File: config.mk
export PLATFORM = sky130hd
export DESIGN_NAME = elevator_door_and_travel_controller
export DESIGN_NICKNAME = d
export VERILOG_FILES = /design/src/rtl/core/elev_pkg.sv /design/src/rtl/core/elevator_door_and_travel_controller.sv
export SDC_FILE = /design/constraint.sdc
export NUM_CORES = 1
export LEC_CHECK = 0
export BUFFER_PORTS_ARGS = -buffer_cell sky130_fd_sc_hd__buf_4
export CORE_MARGIN = 1.5
export CORE_UTILIZATION = 62
export DETAILED_ROUTE_END_ITERATION = 12
export GPL_ROUTABILITY_DRIVEN = 1
export HOLD_SLACK_MARGIN = 0.05
export PLACE_DENSITY = 0.8
export SLEW_MARGIN = 5
export SYNTH_ARGS = -nofsm -noshare
export SYNTH_HDL_FRONTEND = slang
export SYNTH_SLANG_ARGS = --single-unit
export TNS_END_PERCENT = 20
File: constraint.sdc
create_clock -name i_clk -period 7 [get_ports i_clk]
set_clock_uncertainty 0.05 [all_clocks]
set_input_delay 0.35 -clock i_clk [delete_from_list [all_inputs] [get_ports i_clk]]
set_output_delay 0.35 -clock i_clk [all_outputs]
set_load 0.02 [all_outputs]
File: src/rtl/core/elev_pkg.sv
`timescale 1ns / 1ps
`default_nettype none

package elev_pkg;

    typedef enum logic [1:0] {
        DOOR_SHUT     = 2'd0,
        DOOR_PARTING  = 2'd1,
        DOOR_WIDE     = 2'd2,
        DOOR_SHUTTING = 2'd3
    } t_door;

    typedef enum logic [1:0] {
        DIR_IDLE = 2'd0,
        DIR_UP   = 2'd1,
        DIR_DOWN = 2'd2
    } t_dir;

    typedef logic [3:0] t_floor;
    typedef logic [4:0] t_ticks;

    localparam logic [1:0] CFG_DOOR_MOTION = 2'd0;
    localparam logic [1:0] CFG_DOOR_HOLD   = 2'd1;
    localparam logic [1:0] CFG_TRAVEL      = 2'd2;
    localparam logic [1:0] CFG_TOP_FLOOR   = 2'd3;

    localparam t_ticks RST_DOOR_MOTION = 5'd5;
    localparam t_ticks RST_DOOR_HOLD   = 5'd15;
    localparam t_ticks RST_TRAVEL      = 5'd10;
    localparam t_floor RST_TOP_FLOOR   = 4'd8;
    localparam t_floor BOTTOM_FLOOR    = 4'd1;

endpackage

`default_nettype wire

File: src/rtl/core/elevator_door_and_travel_controller.sv
`timescale 1ns / 1ps
`default_nettype none

// Elevator door and travel controller. Each input transfer is one tick and
// produces exactly one result transfer. A tick is taken every clock cycle
// while the result side keeps up; its result is registered once the tick has
// passed from the input register through a single pass of logic into the
// result register, and a stalled result holds the input side off.
// Configuration writes are taken at any time but are meant to be made while
// no tick is in flight.

module elevator_door_and_travel_controller
    import elev_pkg::*;
(
    input  wire logic        i_clk,
    input  wire logic        i_rst_n,
    input  wire logic        i_s_axis_tvalid,
    output logic             o_s_axis_tready,
    input  wire logic [7:0]  i_s_axis_tdata,   // [3:0] req_floor, [7:4] zero
    input  wire logic        i_s_axis_tuser,   // [0] has_request
    output logic             o_m_axis_tvalid,
    input  wire logic        i_m_axis_tready,
    // [0] request_taken, [4:1] floor_now, [8:5] floor_goal, [10:9] direction,
    // [11] in_motion, [13:12] door_state, [15:14] zero
    output logic [15:0]      o_m_axis_tdata,
    input  wire logic        i_cfg_valid,
    output logic             o_cfg_ready,
    input  wire logic [1:0]  i_cfg_index,
    input  wire logic [4:0]  i_cfg_data
);

    t_ticks r_motion_ticks;
    t_ticks r_hold_ticks;
    t_ticks r_travel_ticks;
    t_floor r_top_floor;

    logic   r_in_valid;
    logic   r_in_has;
    t_floor r_in_floor;
    logic   r_out_valid;
    logic [15:0] r_out_data;

    t_floor r_car;
    t_floor r_goal;
    t_dir   r_dir;
    logic   r_moving;
    t_door  r_door;
    t_ticks r_timer;
    t_ticks r_travel_count;

    t_floor n_car;
    t_floor n_goal;
    t_dir   n_dir;
    logic   n_moving;
    t_door  n_door;
    t_ticks n_timer;
    t_ticks n_travel_count;
    logic   n_taken;

    logic   w_advance;
    logic   w_valid_req;
    t_door  w_door_req;
    logic [5:0] w_next_count;

    assign w_advance       = r_in_valid && (!r_out_valid || i_m_axis_tready);
    assign o_s_axis_tready = !r_in_valid || w_advance;
    assign o_cfg_ready     = 1'b1;
    assign o_m_axis_tvalid = r_out_valid;
    assign o_m_axis_tdata  = r_out_data;

    assign w_valid_req  = r_in_has && (r_in_floor != 4'd0) && (r_in_floor <= r_top_floor);
    assign w_next_count = {1'b0, r_travel_count} + 6'd1;

    always_ff @(posedge i_clk) begin
        if (!i_rst_n) begin
            r_motion_ticks <= RST_DOOR_MOTION;
            r_hold_ticks   <= RST_DOOR_HOLD;
            r_travel_ticks <= RST_TRAVEL;
            r_top_floor    <= RST_TOP_FLOOR;
        end else if (i_cfg_valid && o_cfg_ready) begin
            case (i_cfg_index)
                CFG_DOOR_MOTION: r_motion_ticks <= i_cfg_data;
                CFG_DOOR_HOLD:   r_hold_ticks   <= i_cfg_data;
                CFG_TRAVEL:      r_travel_ticks <= i_cfg_data;
                CFG_TOP_FLOOR:   r_top_floor    <= i_cfg_data[3:0];
                default: begin
                end
            endcase
        end
    end

    always_ff @(posedge i_clk) begin
        if (!i_rst_n) begin
            r_in_valid  <= 1'b0;
            r_out_valid <= 1'b0;
        end else begin
            if (o_s_axis_tready) begin
                r_in_valid <= i_s_axis_tvalid;
            end
            if (w_advance) begin
                r_out_valid <= 1'b1;
            end else if (i_m_axis_tready) begin
                r_out_valid <= 1'b0;
            end
        end
    end

    always_ff @(posedge i_clk) begin
        if (o_s_axis_tready && i_s_axis_tvalid) begin
            r_in_has   <= i_s_axis_tuser;
            r_in_floor <= i_s_axis_tdata[3:0];
        end
        if (w_advance) begin
            r_out_data <= {2'b00, n_door, n_moving, n_dir, n_goal, n_car, n_taken};
        end
    end

    always_ff @(posedge i_clk) begin
        if (!i_rst_n) begin
            r_car          <= BOTTOM_FLOOR;
            r_goal         <= BOTTOM_FLOOR;
            r_dir          <= DIR_IDLE;
            r_moving       <= 1'b0;
            r_door         <= DOOR_SHUT;
            r_timer        <= 5'd0;
            r_travel_count <= 5'd0;
        end else if (w_advance) begin
            r_car          <= n_car;
            r_goal         <= n_goal;
            r_dir          <= n_dir;
            r_moving       <= n_moving;
            r_door         <= n_door;
            r_timer        <= n_timer;
            r_travel_count <= n_travel_count;
        end
    end

    always_comb begin
        n_taken        = w_valid_req;
        n_car          = r_car;
        n_goal         = r_goal;
        n_dir          = r_dir;
        n_moving       = r_moving;
        n_timer        = r_timer;
        n_travel_count = r_travel_count;
        w_door_req     = r_door;

        if (w_valid_req) begin
            n_goal = r_in_floor;
            if (r_door == DOOR_WIDE || r_door == DOOR_PARTING) begin
                w_door_req = DOOR_SHUTTING;
                n_timer    = r_motion_ticks;
            end else if (r_door == DOOR_SHUT) begin
                n_moving = (r_in_floor != r_car);
                if (r_in_floor > r_car) begin
                    n_dir = DIR_UP;
                end else if (r_in_floor < r_car) begin
                    n_dir = DIR_DOWN;
                end else begin
                    n_dir = DIR_IDLE;
                end
            end
        end

        n_door = w_door_req;
        case (w_door_req)
            DOOR_SHUTTING: begin
                if (n_timer > 5'd1) begin
                    n_timer = n_timer - 5'd1;
                end else begin
                    n_timer  = 5'd0;
                    n_door   = DOOR_SHUT;
                    n_moving = (n_goal != r_car);
                    if (n_goal > r_car) begin
                        n_dir = DIR_UP;
                    end else if (n_goal < r_car) begin
                        n_dir = DIR_DOWN;
                    end else begin
                        n_dir = DIR_IDLE;
                    end
                end
            end
            DOOR_PARTING: begin
                if (n_timer > 5'd1) begin
                    n_timer = n_timer - 5'd1;
                end else begin
                    n_door  = DOOR_WIDE;
                    n_timer = r_hold_ticks;
                end
            end
            DOOR_WIDE: begin
                if (n_timer > 5'd1) begin
                    n_timer = n_timer - 5'd1;
                end else begin
                    n_door  = DOOR_SHUTTING;
                    n_timer = r_motion_ticks;
                end
            end
            default: begin
                if (n_moving && n_dir != DIR_IDLE) begin
                    if (w_next_count >= {1'b0, r_travel_ticks}) begin
                        n_travel_count = 5'd0;
                        if (n_dir == DIR_UP && r_car < r_top_floor) begin
                            n_car = r_car + 4'd1;
                        end else if (n_dir == DIR_DOWN && r_car > BOTTOM_FLOOR) begin
                            n_car = r_car - 4'd1;
                        end
                        if (n_car == n_goal) begin
                            n_dir    = DIR_IDLE;
                            n_moving = 1'b0;
                            n_door   = DOOR_PARTING;
                            n_timer  = r_motion_ticks;
                        end
                    end else begin
                        n_travel_count = w_next_count[4:0];
                    end
                end else begin
                    n_travel_count = 5'd0;
                end
            end
        endcase
    end

`ifndef SYNTH
    a_moving_door_closed: assert property (@(posedge i_clk) disable iff (!i_rst_n)
        r_moving |-> (r_door == DOOR_SHUT))
        else $error("car marked as moving with the door not closed");

    a_dir_matches_moving: assert property (@(posedge i_clk) disable iff (!i_rst_n)
        r_moving == (r_dir != DIR_IDLE))
        else $error("direction and moving flag disagree");

    a_car_never_zero: assert property (@(posedge i_clk) disable iff (!i_rst_n)
        r_car != 4'd0)
        else $error("car floor left the valid range");

    a_request_sets_goal: assert property (@(posedge i_clk) disable iff (!i_rst_n)
        (w_advance && w_valid_req) |=> (r_goal == $past(r_in_floor)))
        else $error("accepted request did not replace the target floor");
`endif

endmodule

`default_nettype wire

==> run summary <==
status: complete, no violations
placement row count: 29
Mapped Area: 4020 µm²
Setup crit start kind: flip-flop
type of the worst setup path: reg2reg
DR vias: 3244
Detail Route Antenna Nets: 0
Buf/Inv on CP: 1
top_reg_cell synth: dfxtp_1
largest net degree at the start of global routing: 51
Die Ht: 83.5 µm
Comb pwr share: 23.1%
Place WS: 3130 ps
Critical Path RT: 7200 ps
sequential power share: 44.3%
CTS tree: done
diode count: 0
Overall Global Routing Usage: 26.4%
PortBufs: 32
Top-Level Pins: 40
post-CTS setup buffers: 0
first-pass GRT wire length: 14700 µm
Internal: 0.000649 W
cts repair resizes: 0
Synth Instances: 427
detailed-route wire length per cell: 16.2 µm
maximum operating frequency: 255 MHz
P&R area growth vs syn: 11.1%
clk_lat worst skew: 360 ps
ys async rst share: 0%
family with the most delay on the worst path: compound AO/OA/AOI/OAI gates
path depth of the worst reg2reg path: 13
layout cells sized above 1: 15.7%
worst-path cell chain: ha_1 > nor2b_4 > o2111ai_4 > nand3_1 > mux2_2 > ha_1 > o32ai_2 > buf_4 > nor2_1 > a22oi_1 > nor2_1 > a31o_2 > o21ba_2
clock root cell: clkbuf_8
reg2reg end: r_dir[0]
antenna violations before repair: 0
Final Critical Period: 3920 ps
Net Switching: 0.000277 W
post-DP HPWL: 6110 µm
RSZ-0062 raised after global routing: no
Critical Path AT: 4120 ps
CTS Sinks: 63
Largest stage delay, worst path: 500 ps
Seq/Total Area, Yosys: 36.1%
final WL: 8660 µm
Initial Utilization: 63.6%
Setup crit end kind: flip-flop
# DRC: 0
final hold vios: 0
Switching Share: 29.9%
max_cap viols: 0
gp weighted congestion: 0.864
number of synthesized flops with an enable pin: 19
Final Non-Filler Cells: 536
number of global-route vias before repair: 3137
Stages on worst setup path: 13
end of the critical path: r_dir[0]
Clock Path Buffers: 2
Max FO, Critical Path: 17
Hold Buf Count CTS: 0
final setup vio count: 0
Die Width: 83.5 µm
DR vias/cell: 6.05
H-tree Lvls: 3
P_leak: 1.93 nW
Critical Path Source: r_in_floor[1]
Worst VDD drop: 160 µV
CP max-delay cell: edfxtp_1
power density over the cells: 208 nW/µm²
syn_area_per_cell: 9.40 µm²
Pins Over Slew Limit: 0
Reg clk slew, reported paths: 70 ps
Hold Path Class: in2reg
synth warn: 0
Worst slew margin: 33.3%
drt pass-1 iters: 5
worst reg2reg setup slack: 3080 ps
Setup WS post-layout: 3080 ps
Finished Core Util: 70.7%
Filler cells: 516
worst-margin pin slew: 999 ps
Core ar.: 6310 µm²
die area: 6970 µm²
Initial DRC Count: 228
Num CTS Buffers: 9
nets: 506
post-synth cell types: 67
placed cells: 520
worst r2r src: r_in_floor[1]
final setup TNS: 0 ps
total grt overflow: 0
Clock Power Share: 32.7%
period utilisation layout: 55.9%
flops & latches, synth: 63
## worst reg2reg max path: stages, from the launching register on
cell and delay [ps]:
edfxtp_1 500, ha_1 370, nor2b_4 150, o2111ai_4 280
nand3_1 490, mux2_2 470, ha_1 200, o32ai_2 260
buf_4 250, nor2_1 80, a22oi_1 180, nor2_1 60
a31o_2 250, o21ba_2 200
## power groups by stage
stage               Sequential (W)  Combinational (W)  Clock, W
detailed placement        0.000418           0.000211         0
global placement          0.000417           0.000205         0
floorplan                 0.000420           0.000156         0
global route              0.000412           0.000236  0.000326
finish                    0.000410           0.000214  0.000303
CTS                       0.000410           0.000213  0.000309
## final cells by class
type | instances | area (µm²) | area share, %
sequential | 63 | 1450 | 32.5
timing repair buffer | 34 | 255 | 5.72
inverter | 25 | 98.8 | 2.22
clock inverter | 5 | 48.8 | 1.09
clock buffer | 11 | 131 | 2.95
multi-input combinational | 321 | 2380 | 53.3
tap | 77 | 96.3 | 2.16
## worst min path at each step
stage	start	end	slack, ps	cells past startpoint
after CTS	i_s_axis_tdata[2]	r_in_floor[2]	110	1
after detailed placement	r_hold_ticks[0]	r_hold_ticks[0]	420	2
after global placement	r_hold_ticks[0]	r_hold_ticks[0]	410	2
after global routing	i_s_axis_tdata[0]	r_in_floor[0]	110	1
final	i_s_axis_tdata[2]	r_in_floor[2]	120	1
after floorplan	r_top_floor[3]	r_top_floor[3]	390	2
## metrics by stage
step                      hold WS [ps]  area [µm²]  power, W
after floorplan                    395        4020  0.000576
after global placement             411        4280  0.000622
after detailed placement           416        4280  0.000629
after CTS                          114        4460  0.000932
after global routing               111        4460  0.000974
final                              122        4460  0.000927
## synthesized netlist by cell type (all sizes together) (3+ instances only)
master | number | area share [%]
clkbuf | 13 | 1.2
nand3b | 3 | 0.56
o21ai | 18 | 2.2
and3 | 5 | 0.78
o21ba | 3 | 0.75
nand4 | 6 | 1.1
or2 | 3 | 0.47
a21oi | 15 | 1.9
ha | 31 | 9.7
nor2b | 21 | 3.5
a32o | 4 | 1.0
buf | 6 | 1.0
a31oi | 5 | 0.78
or3 | 3 | 0.47
nand2 | 41 | 3.9
a21o | 5 | 0.97
dfxtp | 44 | 22
xor2 | 3 | 0.65
and2 | 3 | 0.56
inv | 25 | 2.5
a41oi | 3 | 0.65
edfxtp | 19 | 14
nand3 | 10 | 1.6
nor3 | 4 | 0.50
mux2i | 28 | 7.1
nor3b | 7 | 1.3
o211a | 4 | 1.0
o21a | 4 | 0.75
nand2b | 7 | 1.1
o2111ai | 3 | 1.1
xnor2 | 15 | 3.3
a22oi | 9 | 1.7
nor2 | 25 | 2.3
o211ai | 5 | 0.93
## registers in the layout, summed over array words and instances (netlist names)
register         flops
o_m_axis_tdata      14
o_m_axis_tvalid      1
r_car                4
r_dir                2
r_door               2
r_goal               4
r_hold_ticks         5
r_in_floor           4
r_in_has             1
r_in_valid           1
r_motion_ticks       5
r_moving             1
r_timer              5
r_top_floor          4
r_travel_count       5
r_travel_ticks       5
## routing by layer
layer  track usage (%)  up-vias  part of all wire, %
met1              32.9     1537                   44
met2              43.7       88                   48
li1                  -     1596                    -
met4              10.7        0                  3.3
met5                 0        -                    0
met3              6.92       23                  4.5
## kinds of logic after synthesis
kind of cell,synth area share (%)
buffers and inverters,4.71
AND/OR/NAND/NOR,19.6
other,0.187
XOR/XNOR,3.93
flip-flops,36.1
adder cells (fa/ha/maj),9.66
multiplexers,7.35
AO/OA/AOI/OAI,18.4
## placed cells by master (no fill, tap or decap), types with 4 or more instances in the layout
master,synthesis,layout
a21o_1,4,4
a21oi_1,15,15
a22oi_1,9,9
a31oi_1,5,5
a32o_1,4,4
and3_1,5,5
buf_4,3,34
clkbuf_8,0,9
dfxtp_1,44,44
edfxtp_1,19,19
ha_1,31,31
inv_1,24,24
mux2i_1,27,27
nand2_1,40,40
nand2b_1,7,7
nand3_1,9,9
nand4_1,5,5
nor2_1,25,25
nor2b_1,20,20
nor3_1,4,4
nor3b_1,7,7
o211a_1,4,4
o211ai_1,5,5
o21a_1,4,4
o21ai_0,18,18
xnor2_1,15,15
Note: power is estimated with default switching activity, not from simulation.
